[config.mk]
export PLATFORM = sky130hd
export DESIGN_NAME = rmbs_lane_div
export DESIGN_NICKNAME = d
export VERILOG_FILES = /design/src/rtl/assert_macros.svh /design/src/rtl/rmbs_pkg.sv /design/src/rtl/rmbs_lane_div.sv
export SDC_FILE = /design/constraint.sdc
export NUM_CORES = 1
export LEC_CHECK = 0
export BUFFER_PORTS_ARGS = -buffer_cell sky130_fd_sc_hd__buf_2
export CAP_MARGIN = 10
export CORE_UTILIZATION = 63
export DETAILED_ROUTE_END_ITERATION = 7
export PLACE_DENSITY = 0.86
export SYNTH_ARGS = -nofsm -noshare
export SYNTH_HDL_FRONTEND = slang
export SYNTH_SLANG_ARGS = --single-unit
[constraint.sdc]
create_clock -name clk -period 12.1 [get_ports clk]
set_input_delay 2.42 -clock clk [delete_from_list [all_inputs] [get_ports clk]]
set_output_delay 2.42 -clock clk [all_outputs]
set_load 0.02 [all_outputs]
[src/rtl/assert_macros.svh]
// Assertion macros used by the block's top-level RTL file.
`ifndef ASSERT_MACROS_SVH
`define ASSERT_MACROS_SVH

// Same-cycle implication, checked at every rising edge outside reset.
`define ASSERT_IMPLY(name, clk, rst_n, ante, cons, msg) \
  name: assert property (@(posedge clk) disable iff (!rst_n) (ante) |-> (cons)) \
    else $error(msg);

// Next-cycle implication, checked at every rising edge outside reset.
`define ASSERT_NEXT(name, clk, rst_n, ante, cons, msg) \
  name: assert property (@(posedge clk) disable iff (!rst_n) (ante) |=> (cons)) \
    else $error(msg);

`endif

[src/rtl/rmbs_pkg.sv]
// Shared widths, types and register codes of the background subtraction block.
`default_nettype none

package rmbs_pkg;

  localparam int PIX_W     = 20;
  localparam int CH_W      = 8;
  localparam int WGT_W     = 8;
  localparam int SHF_W     = 4;
  localparam int SUM_W     = 16;
  localparam int PROD_W    = CH_W + WGT_W;
  localparam int VAL_W     = PROD_W + 2;
  localparam int DIFF_W    = 16;
  localparam int NCH       = 3;
  localparam int LIM_W     = 25;
  localparam int APB_AW    = 5;
  localparam int APB_DW    = 32;
  localparam int REG_IDX_W = 3;

  // Channel 0 is red, 1 green, 2 blue.
  typedef logic [NCH-1:0][SUM_W-1:0]  sums_t;
  typedef logic [NCH-1:0][CH_W-1:0]   rgb_t;
  typedef logic [NCH-1:0][VAL_W-1:0]  vals_t;
  typedef logic [NCH-1:0][DIFF_W-1:0] diffs_t;

  typedef struct packed {
    logic             en;
    logic [PIX_W-1:0] idx;
    sums_t            data;
  } sum_wr_t;

  typedef struct packed {
    logic ld1;
    logic ld2;
    logic leave2;
  } front_ctl_t;

  typedef struct packed {
    logic ld_a;
    logic ld_b;
    logic ld_c;
  } lane_ctl_t;

  typedef enum logic [REG_IDX_W-1:0] {
    REG_GREY_MODE    = 3'd0,
    REG_WEIGHT_RED   = 3'd1,
    REG_WEIGHT_GREEN = 3'd2,
    REG_WEIGHT_BLUE  = 3'd3,
    REG_WEIGHT_SHIFT = 3'd4
  } reg_idx_t;

endpackage

`default_nettype wire

[src/rtl/rmbs_lane_div.sv]
// One lane of (N*p - s)/N, truncated toward zero, as three register stages.
`default_nettype none

module rmbs_lane_div #(
  parameter int WINDOW_FRAMES = 16
) (
  input  logic                          clk,
  input  rmbs_pkg::lane_ctl_t           ctl,
  input  logic [rmbs_pkg::VAL_W-1:0]    p,
  input  logic [rmbs_pkg::SUM_W-1:0]    s,
  output logic [rmbs_pkg::DIFF_W-1:0]   d
);
  import rmbs_pkg::*;

  localparam int N_W    = $clog2(WINDOW_FRAMES + 1);
  localparam int NP_W   = VAL_W + N_W;
  localparam int RCP_SH = SUM_W;
  localparam int RCP_W  = SUM_W + 1;
  localparam int MR_W   = SUM_W + RCP_W;
  localparam logic [RCP_W-1:0] RCP     = RCP_W'((1 << RCP_SH) / WINDOW_FRAMES);
  localparam logic [NP_W-1:0]  N_WIDE  = NP_W'(WINDOW_FRAMES);
  localparam logic [SUM_W-1:0] N_NARROW = SUM_W'(WINDOW_FRAMES);

  // stage A: magnitude of -s and reciprocal estimate of |s|/N
  logic              s_neg;
  logic [SUM_W-1:0]  mag;
  logic [MR_W-1:0]   mag_rcp;
  logic              x_nonneg;
  logic              t_neg;
  logic [DIFF_W-1:0] a_p_r;
  logic [SUM_W-1:0]  a_mag_r;
  logic [SUM_W-1:0]  a_q_r;
  logic              a_tneg_r;
  logic              a_xnn_r;

  // stage B: one correction step
  logic [SUM_W-1:0]  q_times_n;
  logic [SUM_W-1:0]  rem;
  logic              rem_over;
  logic [SUM_W-1:0]  q_nxt;
  logic [SUM_W-1:0]  rem_nxt;
  logic [DIFF_W-1:0] b_p_r;
  logic [SUM_W-1:0]  b_q_r;
  logic              b_rnz_r;
  logic              b_tneg_r;
  logic              b_xnn_r;

  // stage C: round toward zero and add to the pixel
  logic [SUM_W-1:0]  mag_adj;
  logic [DIFF_W-1:0] d_nxt;
  logic [DIFF_W-1:0] c_d_r;

  always_comb begin
    s_neg    = s[SUM_W-1];
    mag      = s_neg ? SUM_W'(~s + 1'b1) : s;
    t_neg    = !s_neg && (s != '0);
    x_nonneg = s_neg || ((NP_W'(p) * N_WIDE) >= NP_W'(s));
    mag_rcp  = MR_W'(mag) * MR_W'(RCP);
  end

  always_comb begin
    q_times_n = a_q_r * N_NARROW;
    rem       = a_mag_r - q_times_n;
    rem_over  = rem >= N_NARROW;
    q_nxt     = rem_over ? a_q_r + 1'b1 : a_q_r;
    rem_nxt   = rem_over ? rem - N_NARROW : rem;
  end

  always_comb begin
    // a nonzero remainder rounds up the magnitude when floor and sign disagree
    mag_adj = b_q_r + SUM_W'(b_rnz_r && (b_xnn_r == b_tneg_r));
    d_nxt   = b_tneg_r ? b_p_r - mag_adj : b_p_r + mag_adj;
  end

  always_ff @(posedge clk) begin
    if (ctl.ld_a) begin
      a_p_r    <= p[DIFF_W-1:0];
      a_mag_r  <= mag;
      a_q_r    <= mag_rcp[RCP_SH +: SUM_W];
      a_tneg_r <= t_neg;
      a_xnn_r  <= x_nonneg;
    end
    if (ctl.ld_b) begin
      b_p_r    <= a_p_r;
      b_q_r    <= q_nxt;
      b_rnz_r  <= rem_nxt != '0;
      b_tneg_r <= a_tneg_r;
      b_xnn_r  <= a_xnn_r;
    end
    if (ctl.ld_c) begin
      c_d_r <= d_nxt;
    end
  end

  assign d = c_d_r;

endmodule

`default_nettype wire

==> run_results.csv, run 1 <==
group,metric,value,unit
status,status,"completed",
cts,clock_latency,0.35,ns
synth,synth_area,4360,um2
synth,syn_avg_cell_area,12.4,um2
setup_path,cpMaxStageDelayCell,"edfxtp_1",
setup_path,crit_top_cell,"a21o_1",
timing,rsz0062_at_grt,"no",
global_routing,track_usage,22.1,%
synth,syn_nets,422,
timing,max_freq,210,MHz
synth,synth_top_area_share,55.8,%
route,first_iter_violations,123,
cts,clk_pin_slew,0.08,ns
global_routing,grt_pass1_wl,12100,um
power,power,0.000701,W
synth,synth_commonest_cells,"81 x edfxtp_1, 40 x xnor2_1, 31 x ha_1",
global_routing,overflow,0,
timing,setup_tns,0,ns
global_routing,antenna_found_initial,0,
setup_path,crit_chain,"xnor2_1 > and2_1 > ha_1 > and3_1 > nand3_1 > or4_1 > a21boi_2 > nor2_1 > xor2_1 > ha_1 > a21o_1 > a21o_1 > a21o_1 > or4_1 > a31o_2 > a21oi_1 > xnor2_1",
timing,fin_crit,4.76,ns
synth,syn_inst,352,
synth,synth-edff-count,81,
setup_path,cp.required,12.20,ns
setup_path,r2r_slack,7.34,ns
setup_path,worstPathArrival,4.86,ns
final_layout,multi_input_area,1810,um2
synth,synth-async-reset-ratio,0,%
flow_run,cap_violations,0,
cts,h-tree-depth,3,
global_routing,grt_max_degree,35,
power,ir_worst_vdd,0.0836,mV
min_path,hp-class,"register to register",
final_layout,drive_gt1_share,17.8,%
setup_path,reg2reg_from,"b_tneg_r",
final_layout,diodes,0,
place,gp_congestion,0.973,
global_routing,use_met1,25.1,%
route,vias_per_cell,5.83,
setup_path,rr_worst_depth,17,
cts,clock-sinks,81,
floorplan,ios,54,
synth,yosys-top-cells-area,"edfxtp_1 56%, ha_1 8.9%, xnor2_1 8.0%",
synth,yosys_warnings,0,
route,wire_per_inst,14.6,um
setup_path,start_kind,"register",
floorplan,core_area,6490,um2
route,drc,0,
floorplan,die_w,85.2,um
timing,worstMarginPinSlew,0.763,ns
floorplan,initial_utilization,67.1,%
synth,synth_seq_cells,81,
global_routing,grt.busiest_layer,"met2",
route,via_count,2866,
timing,slew_viol_final,0,
cts,clock_tree.root_cell,"clkbuf_8",
floorplan,rows,29,
setup_path,critPathKind,"register to register",
route,drtPass1Iterations,5,
setup_path,cp.depth,17,
setup_path,crit_path_max_incr_delay,0.61,ns
final_layout,fin_nets,480,
power,leakagePower,1.91,nW
setup_path,critPathMaxFanout,15,
cts,cts_hold_buf,0,
place,port_buffers,53,
synth,synth_top_area_cell,"edfxtp_1",
power,p_per_area,144,nW/um2
global_routing,grt_pass1_vias,2748,
timing,setup_viol,0,
setup_path,cp-startpoint,"b_tneg_r",
cts,cts_made_buffers,9,
setup_path,endpoint,"d[14]",
floorplan,die-area,7250,um2
timing,hold_viol_final,0,
setup_path,r2r-end,"d[14]",
synth,ys_seq_area_share,55.8,%
cts,clock_path_buffers,2,
global_routing,use_met3,3.40,%
floorplan,die_y,85.2,um
synth,dominantRegCellSynth,"edfxtp_1",
setup_path,cp-end-kind,"register",
timing,period_share,39.3,%
cts,post_cts_resized,0,
route,wirelength,7160,um
synth,synth_cell_type_count,44,
timing,finClkSkew,0.00577,ns
global_routing,use_met2,40.1,%
final_layout,regArea,2430,um2
synth,yosys.cell_count.top_type,"edfxtp_1",
setup_path,crit_buf_inv,0,
cts,cts_setup_buffers,0,
setup_path,cp_top_family,"simple AND/OR/NAND/NOR gates",
final_layout,nFillCells,422,
cts,cts_tree,"yes",
timing,maxSlewHeadroom,48.5,%
final_layout,area_growth,11.6,%
place,dpl.hpwl,5230,um
route,detail-route-antenna-nets,0,
## sequential cells by signal (all words and copies together) (netlist names)
name	cells
b_tneg_r	1
d	16
a_mag_r	16
b_rnz_r	1
a_p_r	16
b_p_r	16
b_xnn_r	1
b_q_r	12
a_tneg_r	1
a_xnn_r	1
## through the flow
| stage | setup slack (ns) | std cells | util, % | instance area [um2] | hold WS [ns] |
|---|---|---|---|---|---|
| after global placement | 7.53 | 476 | 72.3 | 4700 | 0.403 |
| after CTS | 7.39 | 492 | 74.9 | 4860 | 0.419 |
| after detailed placement | 7.40 | 476 | 72.3 | 4700 | 0.405 |
| after floorplan | 7.76 | 352 | - | 4360 | 0.400 |
| after global routing | 7.09 | 492 | 74.9 | 4860 | 0.423 |
| final | 7.34 | 492 | 74.9 | 4860 | 0.420 |
## area by class of cell
class | instances | share of cell area (%)
flip-flops and latches | 81 | 50.0
multi-input cells | 241 | 37.2
repair buffers | 53 | 5.45
clock buffers | 9 | 2.55
well taps | 77 | 1.98
inverters | 24 | 1.85
clock inverters | 7 | 0.926
## how the worst min path moves through the flow
stage | end | from | depth (start not counted) | slack, ns
5_1_grt | b_p_r[13] | a_p_r[13] | 0 | 0.42
2_1_floorplan | b_p_r[0] | a_p_r[0] | 0 | 0.40
3_3_place_gp | b_p_r[2] | a_p_r[2] | 0 | 0.40
6_report | b_q_r[4] | a_mag_r[8] | 0 | 0.42
4_1_cts | b_q_r[4] | a_mag_r[8] | 0 | 0.42
3_5_place_dp | b_p_r[15] | a_p_r[15] | 0 | 0.40
## metal layers
metal / vias to the layer above / share of wire (%) / routed length (um)
li1: 1435 / - / -
met1: 1320 / 41 / 2910
met2: 98 / 52 / 3740
met3: 13 / 5.0 / 361
met4: 0 / 2.0 / 146
met5: - / 0 / 0
## cells in the final DEF, fill, tap and decap left out, types with 2 or more instances in the layout
cell type,count
a21o_1,9
o21a_1,4
a21oi_1,19
or4_1,6
o31ai_1,4
ha_1,31
and2_1,4
mux2i_1,2
o22ai_1,2
clkinvlp_4,2
a31oi_1,4
xor2_1,11
inv_1,24
nand2_1,12
a211oi_1,2
nor3_1,8
nor2b_1,3
buf_2,53
nand4_1,3
edfxtp_1,81
nand2b_1,5
clkbuf_8,9
nand3_1,10
inv_6,2
o21ai_0,13
o41ai_1,2
nor4_1,4
xnor2_1,40
or4_4,4
o211ai_1,2
and3_1,4
nor2_1,19
clkinv_1,2
## power by group
part,switching [W],internal (W),total (W),leakage (nW)
clock,0.0000976,0.0000741,0.000172,0.0811
sequential,0.0000131,0.000352,0.000365,0.791
combinational,0.0000939,0.0000707,0.000165,1.04
## cell families after synthesis
logic type               after synthesis  share of synthesized area [%]
adder cells (fa/ha/maj)               32                           9.36
buffers and inverters                 30                           2.61
multiplexers                           2                          0.459
AO/OA/AOI/OAI                         71                           10.8
XOR/XNOR                              51                           10.2
AND/OR/NAND/NOR                       85                           10.7
flip-flops                            81                           55.8
## worst reg2reg max path, stage by stage (launching register included)
cell and delay, ns:
edfxtp_1 0.61, xnor2_1 0.25, and2_1 0.14, ha_1 0.24, and3_1 0.27, nand3_1 0.21
or4_1 0.47, a21boi_2 0.24, nor2_1 0.08, xor2_1 0.16, ha_1 0.37, a21o_1 0.19
a21o_1 0.18, a21o_1 0.18, or4_1 0.42, a31o_2 0.24, a21oi_1 0.18, xnor2_1 0.08
Power figures use the tool's default switching activity.
==> run 2, diff against run 1 <==
- CORE_UTILIZATION: 63 -> 58
- PLACE_DENSITY: 0.86 -> 0.8
- clock period: 12.1 -> 4.63 ns (I/O delays scaled with it)
==> run 2 against run 1 <==
  * Sequential share of layout area down 0.88 points
  * Register-to-register slack worse by 7.1 ns
  * Fmax grew 9.5%
  * Worst setup slack got worse by 7.1 ns
  * Via count down 2.6%
==> run_results.csv, run 2 (same netlist as run 1, synthesis figures left out) <==
group,metric,value,unit
cts,clock_latency,0.36,ns
route,via_count,2792,
cts,h-tree-depth,3,
route,wire_per_inst,13.5,um
setup_path,rr_worst_depth,17,
power,ir_worst_vdd,0.197,mV
setup_path,critPathKind,"register to register",
cts,clk_pin_slew,0.08,ns
timing,fin_crit,4.35,ns
cts,clock_tree.root_cell,"clkbuf_8",
setup_path,start_kind,"register",
global_routing,grt_max_degree,35,
timing,max_freq,230,MHz
route,drc,0,
floorplan,die-area,7860,um2
setup_path,critPathMaxFanout,6,
cts,clock-sinks,81,
global_routing,grt_pass1_wl,11000,um
global_routing,track_usage,19.3,%
power,seqPwrFrac,50.2,%
floorplan,core_area,7250,um2
route,wl_met1,3020,um
timing,layout_setup_ws,0.284,ns
power,power,0.00190,W
place,dpl.hpwl,5170,um
setup_path,crit_buf_inv,0,
setup_path,cpMaxStageDelayCell,"or4_1",
status,status,"completed",
timing,slew_viol_final,0,
cts,cts_tree,"yes",
final_layout,layout.cells.non_filler,515,
timing,worstMarginPinSlew,0.691,ns
cts,cts_made_buffers,9,
timing,setup_viol,0,
route,wirelength,6980,um
min_path,hp-class,"register to register",
timing,period_share,93.9,%
final_layout,final_cell_mix,"81 x edfxtp_1, 53 x buf_2, 40 x xnor2_1, 29 x ha_1, 24 x inv_1",
floorplan,initial_utilization,60.1,%
setup_path,crit_path_max_incr_delay,0.45,ns
cts,cts_hold_buf,0,
final_layout,final_common_cell,"edfxtp_1",
route,vias_per_cell,5.42,
min_path,hold_path_depth,0,
power,p_clk_share,27.0,%
place,place_ws,0.234,ns
power,switching_share,28.3,%
global_routing,antenna_found_initial,0,
place,gp_congestion,0.877,
setup_path,cp_top_family,"simple AND/OR/NAND/NOR gates",
setup_path,cp.required,4.75,ns
setup_path,crit_chain,"xnor2_1 > and2_1 > ha_2 > and3_2 > nand3_2 > or4_1 > a21boi_2 > nor2_1 > xor2_1 > ha_1 > a21o_1 > a21o_1 > a21o_1 > or4_1 > a31o_2 > a21oi_1 > xnor2_1",
final_layout,area_growth,13.6,%
timing,setup_tns,0,ns
global_routing,grt_pass1_vias,2486,
route,met2WireLength,3470,um
route,drtPass1Iterations,4,
power,leakagePower,1.93,nW
setup_path,worstPathArrival,4.47,ns
setup_path,r2r_slack,0.28,ns
place,placedCellCount,499,
power,internal_power,0.00136,W
timing,rsz0062_at_grt,"no",
power,power.switching,0.000538,W
timing,hold_viol_final,0,
global_routing,overflow,0,
final_layout,diodes,0,
final_layout,drive_gt1_share,19.5,%
place,port_buffers,53,
cts,clock_path_buffers,2,
final_layout,nFillCells,542,
flow_run,cap_violations,0,
floorplan,die_y,88.7,um
power,comb_power_share,22.9,%
power,p_per_area,383,nW/um2
setup_path,cp-end-kind,"register",
floorplan,rows,31,
route,first_iter_violations,183,
final_layout,fin_nets,481,
route,detail-route-antenna-nets,0,
floorplan,die_w,88.7,um
route,dr.max_layer_used,"met4",
setup_path,crit_top_cell,"a21o_1",
floorplan,ios,54,
route,wl_met3,358,um
timing,finClkSkew,0.0101,ns
setup_path,cp.depth,17,
timing,maxSlewHeadroom,53.9,%
run 2: worst paths after layout:
kind | from | end
hold / removal | a_p_r[9] | b_p_r[9]
setup reg to reg | b_tneg_r | d[14]
hold reg to reg | a_p_r[9] | b_p_r[9]
setup / recovery | b_tneg_r | d[14]
run 2: routing by layer:
layer / vias up / track usage, %
met5: - / 0
met2: 78 / 32.8
li1: 1434 / -
met4: 0 / 8.80
met3: 12 / 5.78
met1: 1268 / 22.6
run 2: stage by stage:
stage / hold WS (ns) / util [%] / instance area [um2]
floorplan: 0.400 / - / 4360
global placement: 0.401 / 65.2 / 4730
detailed placement: 0.405 / 65.2 / 4730
CTS: 0.423 / 68.0 / 4930
global route: 0.428 / 68.3 / 4950
finish: 0.416 / 68.3 / 4950
run 2: area by class of cell:
cell class	count	area (um2)	share of cell area [%]
clock buffers	9	124	2.50
clock inverters	7	76.3	1.54
inverters	24	90.1	1.82
multi-input cells	241	1830	37.0
flip-flops and latches	81	2430	49.1
well taps	99	124	2.50
repair buffers	54	273	5.51
run 2: timing repair:
action                                  in CTS  in global routing
gates resized for setup                      0                  5
setup buffers                                0                  0
endpoints found under the setup margin       0                  1
run 2: power by group through the flow:
stage | Sequential, W | Clock (W) | Combinational (W)
2_1_floorplan | 0.00101 | 0 | 0.000266
3_3_place_gp | 0.000965 | 0 | 0.000418
3_5_place_dp | 0.000968 | 0 | 0.000428
4_1_cts | 0.000952 | 0.000521 | 0.000431
5_1_grt | 0.000961 | 0.000550 | 0.000483
6_report | 0.000951 | 0.000511 | 0.000434
==> run 3, diff against run 2 <==
- PLACE_DENSITY: 0.8 -> 0.89
==> run 3 against run 2 <==
  * Non-clock buffer count is the same
  * Via count grew 2.5%
  * Count of clock-buffer cells in the layout grew 1
  * Combinational power is essentially flat
  * Die area is the same
  * Sequential power is essentially flat
  * Core utilization grew 0.40 points
  * Design area grew 0.58%
  * Critical path type unchanged
  * Critical endpoint unchanged
==> run_results.csv, run 3 (same netlist as run 1, synthesis figures left out) <==
group,metric,value,unit
status,status,"completed",
setup_path,cpMaxStageDelayCell,"or4_1",
final_layout,drive_gt1_share,18.8,%
floorplan,die_w,88.7,um
flow_run,cap_violations,0,
final_layout,final_cell_mix,"81 x edfxtp_1, 53 x buf_2, 40 x xnor2_1, 30 x ha_1, 24 x inv_1",
cts,clock_path_buffers,2,
setup_path,cp.required,4.74,ns
setup_path,critPathMaxFanout,6,
power,switching_share,26.6,%
timing,period_share,94.9,%
final_layout,postLayoutCoreUtil,68.7,%
setup_path,worstPathArrival,4.50,ns
route,vias_per_cell,5.56,
min_path,hold_path_depth,0,
final_layout,stdcell_area,4980,um2
floorplan,die-area,7860,um2
global_routing,antenna_found_initial,0,
floorplan,rows,31,
cts,cts_hold_buf,0,
power,internal_power,0.00147,W
floorplan,ios,54,
timing,max_freq,228,MHz
power,leakagePower,1.96,nW
floorplan,initial_utilization,60.1,%
route,via_count,2863,
timing,hold_viol_final,0,
setup_path,cp_top_family,"simple AND/OR/NAND/NOR gates",
timing,fin_crit,4.39,ns
cts,clock_latency,0.36,ns
place,place_ws,0.225,ns
route,wirelength,7320,um
place,gp_congestion,0.898,
setup_path,cp.depth,17,
setup_path,rr_worst_depth,17,
route,detail-route-antenna-nets,0,
setup_path,cp-end-kind,"register",
power,power,0.00200,W
min_path,hp-class,"register to register",
global_routing,track_usage,20.0,%
timing,slew_viol_final,0,
power,power.switching,0.000532,W
setup_path,start_kind,"register",
cts,clock_tree.root_cell,"clkbuf_8",
place,placed_cell_area,4730,um2
power,seqPwrFrac,47.7,%
floorplan,core_area,7250,um2
final_layout,diodes,0,
final_layout,area_growth,14.3,%
power,comb_power_share,21.7,%
power,ir_worst_vdd,0.222,mV
timing,maxSlewHeadroom,53.7,%
cts,cts_setup_buffers,0,
final_layout,fin_nets,481,
timing,layout_setup_ws,0.238,ns
place,port_buffers,53,
route,drtPass1Iterations,6,
timing,finClkSkew,0.0125,ns
cts,cts_made_buffers,9,
setup_path,crit_chain,"xnor2_1 > and2_1 > ha_1 > and3_2 > nand3_2 > or4_1 > a21boi_2 > nor2_1 > xor2_1 > ha_1 > a21o_1 > a21o_1 > a21o_1 > or4_1 > a31o_2 > a21oi_1 > xnor2_1",
global_routing,overflow,0,
timing,worstMarginPinSlew,0.695,ns
final_layout,final_common_cell,"edfxtp_1",
global_routing,grt_pass1_vias,2573,
setup_path,crit_top_cell,"a21o_1",
cts,h-tree-depth,3,
timing,setup_viol,0,
floorplan,die_y,88.7,um
global_routing,grt_pass1_wl,11500,um
cts,cts_tree,"yes",
setup_path,crit_buf_inv,0,
timing,rsz0062_at_grt,"no",
timing,setup_tns,0,ns
cts,clock-sinks,81,
power,p_per_area,401,nW/um2
final_layout,nFillCells,520,
cts,clk_pin_slew,0.09,ns
setup_path,critPathKind,"register to register",
power,p_clk_share,30.6,%
global_routing,grt_max_degree,35,
route,wire_per_inst,14.2,um
place,dpl.hpwl,5430,um
setup_path,crit_path_max_incr_delay,0.49,ns
route,first_iter_violations,223,
route,drc,0,
-- run 3: through the flow --
step / hold WS [ns] / std cells
after global routing: 0.430 / 515
after floorplan: 0.400 / 352
after CTS: 0.422 / 515
final: 0.415 / 515
after global placement: 0.402 / 499
after detailed placement: 0.405 / 499
-- run 3: power groups by stage --
stage                     Combinational, W  Sequential [W]  Clock, W
after floorplan                   0.000266         0.00101         0
after global placement            0.000415        0.000965         0
after detailed placement          0.000429        0.000970         0
after CTS                         0.000433        0.000954  0.000623
after global routing              0.000481        0.000963  0.000647
final                             0.000434        0.000954  0.000612
-- run 3: layout make-up --
type                    count  area (um2)  area share, %
flip-flops and latches     81        2430           48.8
clock buffers              10         128           2.56
clock inverters             6         114           2.29
repair buffers             54         273           5.48
well taps                  99         124           2.49
inverters                  24        90.1           1.81
multi-input cells         241        1820           36.5
-- run 3: final timing paths --
| kind | slack (ns) | to | from |
|---|---|---|---|
| hold reg to reg | 0.42 | b_p_r[3] | a_p_r[3] |
| hold / removal | 0.42 | b_p_r[3] | a_p_r[3] |
| setup reg to reg | 0.24 | d[14] | b_tneg_r |
| setup / recovery | 0.24 | d[14] | b_tneg_r |
-- run 3: repair_timing --
item / in CTS / in global routing
gates resized for setup: 0 / 3
endpoints found under the hold margin: 0 / 0
setup endpoints to repair: 0 / 1
-- run 3: routing by layer --
metal  global-route usage (%)  vias to the layer above  part of all wire [%]
met5                        0                        -                     0
met4                     9.68                        0                   2.7
met3                     4.57                       19                   5.5
met2                     35.7                      109                    52
met1                     22.6                     1302                    40
li1                         -                     1433                     -
